==> src/sv/dual_threshold_trigger_primitive_macros.svh <==
// Assertion macros for the dual threshold trigger primitive block.
// Used by the top level; expects clk and rst in scope.
`ifndef DUAL_THRESHOLD_TRIGGER_PRIMITIVE_MACROS_SVH
`define DUAL_THRESHOLD_TRIGGER_PRIMITIVE_MACROS_SVH

// same-cycle implication
`define DTT_ASSERT_SAME(label, ante, cons, msg) \
  label: assert property (@(posedge clk) disable iff (rst) (ante) |-> (cons)) else $error(msg);

// next-cycle implication
`define DTT_ASSERT_NEXT(label, ante, cons, msg) \
  label: assert property (@(posedge clk) disable iff (rst) (ante) |=> (cons)) else $error(msg);

`endif

==> src/sv/dtt_pkg.sv <==
// Shared types and constants for the dual threshold trigger primitive block.
// No dependencies.
package dtt_pkg;

  localparam int TICK_SHIFT = 6;

  localparam int SAMPLE_W = 16;
  localparam int TIME_W   = 32;
  localparam int TICK_W   = 32;
  localparam int COUNT_W  = 13;
  localparam int POST_W   = 12;
  localparam int OFFSET_W = 8;
  localparam int WNUM_W   = 16;

  localparam int S_DATA_W   = 56;
  localparam int M_DATA_W   = 56;
  localparam int CFG_IDX_W  = 3;
  localparam int CFG_DATA_W = 16;

  localparam logic [COUNT_W-1:0] COUNT_MAX = '1;

  localparam logic signed [SAMPLE_W-1:0] LOW_LEVEL_RST  = -16'sd150;
  localparam logic signed [SAMPLE_W-1:0] HIGH_LEVEL_RST = -16'sd350;
  localparam logic [POST_W-1:0]          POST_RST       = 12'd742;
  localparam logic [OFFSET_W-1:0]        OFFSET_RST     = 8'd0;

  typedef enum logic [CFG_IDX_W-1:0] {
    REG_LOW_LEVEL   = 3'd0,
    REG_HIGH_LEVEL  = 3'd1,
    REG_POST_WINDOW = 3'd2,
    REG_TICK_OFFSET = 3'd3,
    REG_XT_ENABLE   = 3'd4,
    REG_SPARE_EN    = 3'd5
  } cfg_reg_t;

  typedef struct packed {
    logic signed [SAMPLE_W-1:0] low_level;
    logic signed [SAMPLE_W-1:0] high_level;
    logic [POST_W-1:0]          post_window;
    logic [OFFSET_W-1:0]        tick_offset;
    logic                       xt_enable;
    logic                       spare_enable;
  } cfg_t;

  typedef struct packed {
    logic signed [SAMPLE_W-1:0] sample_value;
    logic [TIME_W-1:0]          sample_time;
    logic                       start_of_signal;
  } item_t;

  typedef struct packed {
    logic              valid;
    logic              two;
    logic              single_ht;
    logic [TICK_W-1:0] tick0;
    logic [TICK_W-1:0] tick1;
    logic [WNUM_W-1:0] wnum;
  } event_t;

endpackage

==> src/sv/dtt_window.sv <==
// Window tracking for the trigger primitive block: thresholds, ticks, closing.
// Depends on dtt_pkg.
module dtt_window
  import dtt_pkg::*;
(
  input  logic   clk,
  input  logic   rst,
  input  logic   fire,
  input  item_t  item,
  input  cfg_t   cfg,
  output event_t ev
);

  logic              window_open, window_open_next;
  logic              high_seen, high_seen_next;
  logic [COUNT_W-1:0] samples_since_low, samples_since_low_next;
  logic [TICK_W-1:0] low_tick, low_tick_next;
  logic [TICK_W-1:0] high_tick, high_tick_next;
  logic [WNUM_W-1:0] window_counter, window_counter_next;

  logic [TICK_W:0]   tick_sum;
  logic [TICK_W-1:0] tick;

  assign tick_sum = {1'b0, TICK_W'(item.sample_time >> TICK_SHIFT)}
                  + {{(TICK_W + 1 - OFFSET_W){1'b0}}, cfg.tick_offset};
  assign tick = tick_sum[TICK_W] ? '1 : tick_sum[TICK_W-1:0];

  always_comb begin
    window_open_next       = window_open;
    high_seen_next         = high_seen;
    samples_since_low_next = samples_since_low;
    low_tick_next          = low_tick;
    high_tick_next         = high_tick;
    window_counter_next    = window_counter;
    ev                     = '0;

    if (item.start_of_signal) begin
      window_open_next       = 1'b0;
      high_seen_next         = 1'b0;
      samples_since_low_next = '0;
      low_tick_next          = '0;
      high_tick_next         = '0;
    end

    if (!window_open_next && (item.sample_value <= cfg.low_level)) begin
      window_open_next       = 1'b1;
      high_seen_next         = 1'b0;
      samples_since_low_next = '0;
      low_tick_next          = tick;
      high_tick_next         = '0;
    end

    if (window_open_next && !high_seen_next && (item.sample_value <= cfg.high_level)) begin
      high_seen_next = 1'b1;
      high_tick_next = tick;
    end

    if (window_open_next) begin
      if (samples_since_low_next >= {1'b0, cfg.post_window}) begin
        ev.valid     = 1'b1;
        ev.two       = high_seen_next && (high_tick_next != low_tick_next);
        ev.single_ht = high_seen_next && (high_tick_next == low_tick_next);
        ev.tick0     = low_tick_next;
        ev.tick1     = high_tick_next;
        ev.wnum      = window_counter;
        window_counter_next    = window_counter + 1'b1;
        window_open_next       = 1'b0;
        high_seen_next         = 1'b0;
        samples_since_low_next = '0;
        low_tick_next          = '0;
        high_tick_next         = '0;
      end else if (samples_since_low_next != COUNT_MAX) begin
        samples_since_low_next = samples_since_low_next + 1'b1;
      end
    end
  end

  always_ff @(posedge clk) begin
    if (rst) begin
      window_open       <= 1'b0;
      high_seen         <= 1'b0;
      samples_since_low <= '0;
      low_tick          <= '0;
      high_tick         <= '0;
      window_counter    <= '0;
    end else if (fire) begin
      window_open       <= window_open_next;
      high_seen         <= high_seen_next;
      samples_since_low <= samples_since_low_next;
      low_tick          <= low_tick_next;
      high_tick         <= high_tick_next;
      window_counter    <= window_counter_next;
    end
  end

endmodule

==> src/sv/dual_threshold_trigger_primitive.sv <==
// Top level of the dual threshold trigger primitive block.
// Depends on dtt_pkg, dtt_window and dual_threshold_trigger_primitive_macros.svh.
//
// Usage:
//   Samples enter on the s_ stream, one item per sample. Trigger primitives
//   leave on the m_ stream; m_tlast marks the final primitive of a sample.
//   Thresholds and window settings are written through cfg_we / cfg_index /
//   cfg_data while the block is idle; unknown indexes are ignored.
//   Path: a sample waits in the input register until the window update takes
//   it, then its primitives are held in the result register until taken.
//   Throughput: one sample per cycle unless a closing sample waits on output.
//   A window closing with separate low and high ticks gives two primitives,
//   both held in the result register until taken; if the input register's
//   sample also closes a window, it waits until the second one is taken.
//   Reset: configuration returns to its defaults, the window is closed and
//   the window number restarts at zero.
//   Stall: while m_tready is low the result register holds, and s_tready
//   drops once a waiting sample would produce a primitive.
`include "dual_threshold_trigger_primitive_macros.svh"

module dual_threshold_trigger_primitive
  import dtt_pkg::*;
(
  input  logic                  clk,
  input  logic                  rst,
  input  logic                  s_tvalid,
  output logic                  s_tready,
  // sample_value[15:0], sample_time[47:16], start_of_signal[48], zero pad
  input  logic [S_DATA_W-1:0]   s_tdata,
  output logic                  m_tvalid,
  input  logic                  m_tready,
  // tp_tick[31:0], lto_flag[32], ht_count[33], xt_flag[34], spare_flag[35],
  // window_number[51:36], zero pad
  output logic [M_DATA_W-1:0]   m_tdata,
  output logic                  m_tlast,
  input  logic                  cfg_we,
  input  logic [CFG_IDX_W-1:0]  cfg_index,
  input  logic [CFG_DATA_W-1:0] cfg_data
);

  cfg_t   cfg;
  item_t  a_item;
  logic   a_valid;
  logic   a_adv;
  event_t core_ev;
  event_t ev;
  logic   ev_valid;
  logic   ev_phase;
  logic   ev_free;
  logic   lto_out;
  logic   ht_out;
  logic [TICK_W-1:0] tick_out;

  always_ff @(posedge clk) begin
    if (rst) begin
      cfg.low_level    <= LOW_LEVEL_RST;
      cfg.high_level   <= HIGH_LEVEL_RST;
      cfg.post_window  <= POST_RST;
      cfg.tick_offset  <= OFFSET_RST;
      cfg.xt_enable    <= 1'b0;
      cfg.spare_enable <= 1'b0;
    end else if (cfg_we) begin
      case (cfg_index)
        REG_LOW_LEVEL:   cfg.low_level    <= cfg_data;
        REG_HIGH_LEVEL:  cfg.high_level   <= cfg_data;
        REG_POST_WINDOW: cfg.post_window  <= cfg_data[POST_W-1:0];
        REG_TICK_OFFSET: cfg.tick_offset  <= cfg_data[OFFSET_W-1:0];
        REG_XT_ENABLE:   cfg.xt_enable    <= cfg_data[0];
        REG_SPARE_EN:    cfg.spare_enable <= cfg_data[0];
        default: ;
      endcase
    end
  end

  assign ev_free  = !ev_valid || (m_tready && (!ev.two || ev_phase));
  assign a_adv    = a_valid && (!core_ev.valid || ev_free);
  assign s_tready = !a_valid || a_adv;

  always_ff @(posedge clk) begin
    if (rst) begin
      a_valid <= 1'b0;
    end else if (s_tready) begin
      a_valid <= s_tvalid;
    end
  end

  always_ff @(posedge clk) begin
    if (s_tvalid && s_tready) begin
      a_item.sample_value    <= s_tdata[SAMPLE_W-1:0];
      a_item.sample_time     <= s_tdata[SAMPLE_W +: TIME_W];
      a_item.start_of_signal <= s_tdata[SAMPLE_W + TIME_W];
    end
  end

  dtt_window u_window (
    .clk  (clk),
    .rst  (rst),
    .fire (a_adv),
    .item (a_item),
    .cfg  (cfg),
    .ev   (core_ev)
  );

  always_ff @(posedge clk) begin
    if (rst) begin
      ev_valid <= 1'b0;
      ev_phase <= 1'b0;
    end else if (a_adv && core_ev.valid) begin
      ev_valid <= 1'b1;
      ev_phase <= 1'b0;
    end else if (ev_valid && m_tready) begin
      if (ev.two && !ev_phase) begin
        ev_phase <= 1'b1;
      end else begin
        ev_valid <= 1'b0;
        ev_phase <= 1'b0;
      end
    end
  end

  always_ff @(posedge clk) begin
    if (a_adv && core_ev.valid) begin
      ev <= core_ev;
    end
  end

  assign tick_out = (ev.two && ev_phase) ? ev.tick1 : ev.tick0;
  assign lto_out  = ev.two ? !ev_phase : !ev.single_ht;
  assign ht_out   = ev.two ? ev_phase : ev.single_ht;

  assign m_tvalid = ev_valid;
  assign m_tlast  = !ev.two || ev_phase;
  assign m_tdata  = {{(M_DATA_W - TICK_W - 4 - WNUM_W){1'b0}}, ev.wnum,
                     cfg.spare_enable, cfg.xt_enable, ht_out, lto_out, tick_out};

  `DTT_ASSERT_SAME(a_phase_two, ev_valid && ev_phase, ev.two, "second phase without pair")
  `DTT_ASSERT_NEXT(a_second_ht, m_tvalid && m_tready && !m_tlast, m_tvalid && m_tlast && ht_out && !lto_out, "pair not closed by HT item")
  `DTT_ASSERT_SAME(a_stall_cause, a_valid && !s_tready, ev_valid, "input stalled with free output")

endmodule
==> config.mk <==
export PLATFORM = sky130hd
export DESIGN_NAME = dual_threshold_trigger_primitive
export DESIGN_NICKNAME = d
export VERILOG_FILES = /design/src/sv/dtt_pkg.sv /design/src/sv/dtt_window.sv /design/src/sv/dual_threshold_trigger_primitive.sv
export VERILOG_INCLUDE_DIRS = /design/src /design/src/sv
export SDC_FILE = /design/constraint.sdc
export NUM_CORES = 1
export LEC_CHECK = 0
export BUFFER_PORTS_ARGS = -buffer_cell sky130_fd_sc_hd__buf_4
export CAP_MARGIN = 20
export CORE_UTILIZATION = 50
export CTS_CLUSTER_DIAMETER = 40
export CTS_CLUSTER_SIZE = 30
export DETAILED_ROUTE_END_ITERATION = 10
export PLACE_DENSITY = 0.69
export SYNTH_ARGS = -nofsm -noshare
export SYNTH_HDL_FRONTEND = slang
export SYNTH_HIERARCHICAL = 1
export SYNTH_SLANG_ARGS = --single-unit
export TNS_END_PERCENT = 20
==> constraint.sdc <==
create_clock -name clk -period 11.1 [get_ports clk]
set_input_delay 1.11 -clock clk [delete_from_list [all_inputs] [get_ports clk]]
set_output_delay 1.11 -clock clk [all_outputs]
set_load 0.1 [all_outputs]
# Yosys cells after proc, flatten, opt, wreduce, memory -nomap -nowiden
# Index checks and enable logic that the tools add are counted.
# op_classes
n_addsub	3
n_lt_le_gt_ge	3
eq_ne	9
muxes	33
reduce_logical	36
# op_table
op	n
32-bit 2-to-1 mux	11
83-bit 2-to-1 mux	2
13-bit 2-to-1 mux	5
32-bit equality test	1
16-bit less-or-equal comparator	2
32-bit inequality test	1
26-bit by 8-bit adder with 27-bit output	1
16-bit by 1-bit adder with 16-bit output (second input constant)	1
2-bit AND reduction	8
1-bit 2-to-1 mux	15
13-bit by 1-bit adder with 13-bit output (second input constant)	1
13-bit by 12-bit greater-or-equal comparator with 1-bit output	1
13-bit inequality test (second input constant)	1
1-bit logical AND	12
1-bit zero test	8
3-bit by 2-bit equality test with 1-bit output (second input constant)	2
3-bit equality test (second input constant)	2
1-bit logical OR	4
3-bit by 1-bit equality test with 1-bit output (second input constant)	1
3-bit zero test	1
3-bit AND reduction	1
2-bit inequality test (second input constant)	1
2-bit nonzero test	1
2-bit OR reduction	1
# word_totals
register_bits	283
input_bits	80
word_cells	107

# Depth between registers and ports, before layout
# logic_depth
depth_word	18
ltp_mapped	31

# Modules after synthesis
# The synthesis kept the hierarchy.
# by_module_without_submodules
module	instances	cells_per_inst	area_each_um2	seq_area_each_um2
dtt_window	1	1066	7753.7	1901.8
dual_threshold_trigger_primitive	1	424	6663.9	5074.9

# Least setup slack after synthesis
# No wires, ideal clock.
# synth_path
path_type	register to register
from	register a_item[48] (netlist name)
to	register ev[16] (netlist name), enable pin
setup_ps	550
t_arrival_ps	8568
path_slack_ps	1983
path_stages_with_launch	25
synth_period_minus_slack_ps	9117
path_cell_list	edfxtp_1 -> ha_1 -> nand4_2 -> or2_2 -> a211o_1 -> a21o_1 -> nand2_1 -> clkbuf_1 -> buf_2 -> buf_1 -> nand2_1 -> ha_1 -> nand4_1 -> nor2_1 -> a31oi_1 -> nor2_1 -> o21ai_0 -> o311a_1 -> o31ai_4 -> nand2_4 -> inv_1 -> buf_2 -> buf_2 -> nand2_1 -> a21oi_1
# synth_lines
element	line_no	text
start, declared	dual_threshold_trigger_primitive.sv:42	item_t a_item;
end signal, assigned	dual_threshold_trigger_primitive.sv:123	ev <= core_ev;
end, declared	dual_threshold_trigger_primitive.sv:46	event_t ev;

==> results.md <==
- Status: finished clean
- Die area: 29150 µm²
- CP startpoint kind: register
- Clock network power share: 49.6%
- Met3 wire len: slightly above 3000 µm
- Vias in the first global route: 10420
- First-pass GRT wire length: between 50000 and 60000 µm
- Total CTS buffers: 39
- Mean post-synth cell area: between 9 and 10 µm²
- Minimum clock period: between 8 and 9 ns
- Core ar.: roughly 28000 µm²
- Die Span Y: about 170 µm
- Htree depth: 2
- Nets: about 1700
- DPL Wire Length: approximately 24000 µm
- PortBufs: around 120
- Drt via density: 5.835
- # setup viols final: 0
- Max_cap viols: 0
- Reg area: roughly 6800 µm²
- CTS tree: built
- Final Cycle Share: 72.28%
- Pwr per Cell Area: between 150 and 200 nW/µm²
- CP max stage delay: between 0.6 and 0.7 ns
- HP Class: reg2reg
- Critical Path Sink Type: output pin
- Wire per inst: 18.34 µm
- Clk Latency, worst-skew pair: ~0.54 ns
- Peak supply drop: approximately 110 µV
- Mapped Cells: roughly 1500
- Worst Path Arrival: between 6 and 7 ns
- Setup TNS: 0 ns
- Pin count of the biggest net entering global routing: between 80 and 90
- # DRC: 0
- CTS resizes: 0
- Final Max Tran Viols: 0
- Clk sink count: 277
- Critical path required time: between 9 and 10 ns
- Critical path, cell by cell: ha_1, nand4_2, or4_4, and2_4, a41oi_2, nand2_2, and2_1, ha_1, nand4_1, nor2_1, a31oi_1, nor2_1, o21ai_0, o311a_1, o31ai_4, buf_4, nand2_4, inv_1, buf_4, o2111ai_1, buf_4
- Pleak: 6.852 nW
- RD Place Congestion: 0.8807
- Top Metal Used: met4
- Final-layout fill cell count: 2437
- Final wirelength: roughly 36000 µm
- DRT iter0 DRCs: between 1000 and 1500
- Comb power frac: 8.6%
- Crit-path most repeated cell: buf_4
- Crit path buf inv count: 4
- Remaining global-route overflow: 0
- WS Path Type: reg2out
- Fmax: 124.6 MHz
- Switching Share: between 20% and 30%
- RSZ-0062 raised after global routing: false
- Hold Violations, Final: 0
- Area grow syn2layout: 16.86%
- Psw: 0.6570 mW
- Post-synthesis instance area: between 10000 and 15000 µm²
- Worst-path clk slew: 0.06 ns
- CTS Buffer Depth: 3
- Met2 Wirelength: 15630 µm
- Slew @ Worst Pin: around 1.1 ns
- Fin util: between 50% and 60%
- Synth warn: 6
- Buffer count from post-CTS setup fixing: 0
- Slew headroom: 28.79%
- Vias: about 11000
- Multi-input logic area: between 6000 and 7000 µm²
- Hold_buf cts: 0
- Slowest CP cell: or4_4
- Initial antenna violation count: 0
- Global Route Usage Sum: approximately 25%
- Die Wd: 170.7 µm
- Crit-path leading delay family: simple AND/OR/NAND/NOR gates
- Int Pwr: between 1.5 and 2 mW
- Routed met1 length: between 15000 and 20000 µm
- Setup Skew: roughly 0.02 ns
- Layout cells sized above 1: 17.53%
- Row count: slightly above 60
- Antenna Violating Nets Remaining: 0
- Number of top-level pins: ~140
- Iteration count of the initial detailed-routing pass: 5
- Worst-path maximum fanout: 43
- Initial cell density of the core: just over 50%
- Clk root buf: clkbuf_16
- Diode count: 0
- Seq pwr share: approximately two fifths
-- layer usage --
| layer | track usage, % | vias to the layer above |
|---|---|---|
| met5 | 0 | - |
| met4 | 7.168 | 0 |
| met3 | 4.141 | 58 |
| met2 | 37.13 | 490 |
| met1 | 36.64 | 5467 |
| li1 | - | 5480 |
-- final timing paths --
check                              from               endpoint  slack [ns]  depth (start not counted)
setup reg to reg             a_item[48]            m_tdata[40]        3.64                         22
hold reg to reg   u_window/low_tick[25]  u_window/low_tick[25]        0.46                          2
hold / removal    u_window/low_tick[25]  u_window/low_tick[25]        0.46                          2
setup / recovery             a_item[48]               s_tready        3.08                         21
-- per-stage QoR --
step	hold WS [ns]	instances	total power [mW]	cell area (µm²)	worst slack, ns
floorplan	0.4363	1487	1.261	14250	1.983
global placement	0.4434	1896	1.333	15210	3.741
detailed placement	0.4538	1897	1.336	15220	3.632
CTS	0.4621	1969	2.640	16610	3.055
global route	0.4762	1970	2.705	16640	2.637
finish	0.4628	1970	2.624	16640	3.077
-- worst register-to-register path, delay by kind of cell (launching register included) --
kind	cells	cell delay, ns
AO/OA/AOI/OAI	6	0.84
adder cells (fa/ha/maj)	2	0.77
buffers and inverters	4	2.00
flip-flops	1	0.40
AND/OR/NAND/NOR	10	2.92
-- power by group through the flow --
| stage | registers (mW) | clock network, mW | logic, mW |
|---|---|---|---|
| after floorplan | 1.11 | 0 | 0.148 |
| after global placement | 1.12 | 0 | 0.215 |
| after detailed placement | 1.12 | 0 | 0.218 |
| after CTS | 1.10 | 1.32 | 0.219 |
| after global routing | 1.10 | 1.36 | 0.243 |
| final | 1.10 | 1.30 | 0.225 |
-- flip-flops by register name, summed over array words and instances (netlist names) --
| name | cells |
|---|---|
| cfg | 52 |
| m_tdata | 18 |
| u_window/low_tick | 32 |
| m_tvalid | 1 |
| u_window/window_open | 1 |
| ev_phase | 1 |
| a_valid | 1 |
| a_item | 43 |
| u_window/high_seen | 1 |
| u_window/window_counter | 16 |
| u_window/high_tick | 32 |
| u_window/samples_since_low | 13 |
| ev | 66 |
-- cell usage in the layout, fill, tap and decap left out, drive strengths merged, types with 11 or more instances in the layout --
master  instances
xor2           19
dfxtp         152
nor3           60
or3            11
a21oi         122
ha             53
o21ai          27
nor2          185
and3           55
buf           139
mux2           37
inv            87
xnor2          37
a32oi          11
a21o           11
nand4          23
nand2          97
nor2b          15
a31oi          14
edfxtp        125
nand3          52
mux2i          34
and2           20
a22oi          33
clkbuf         45
-- cell type report --
| cell class | count | share of cell area [%] |
|---|---|---|
| tap | 378 | 2.843 |
| clock buffer | 45 | 6.250 |
| sequential | 277 | 40.85 |
| timing repair buffer | 139 | 6.377 |
| clock inverter | 27 | 2.121 |
| multi-input combinational | 1025 | 39.78 |
| inverter | 79 | 1.782 |
No activity file was read; power rests on OpenSTA's default activity.
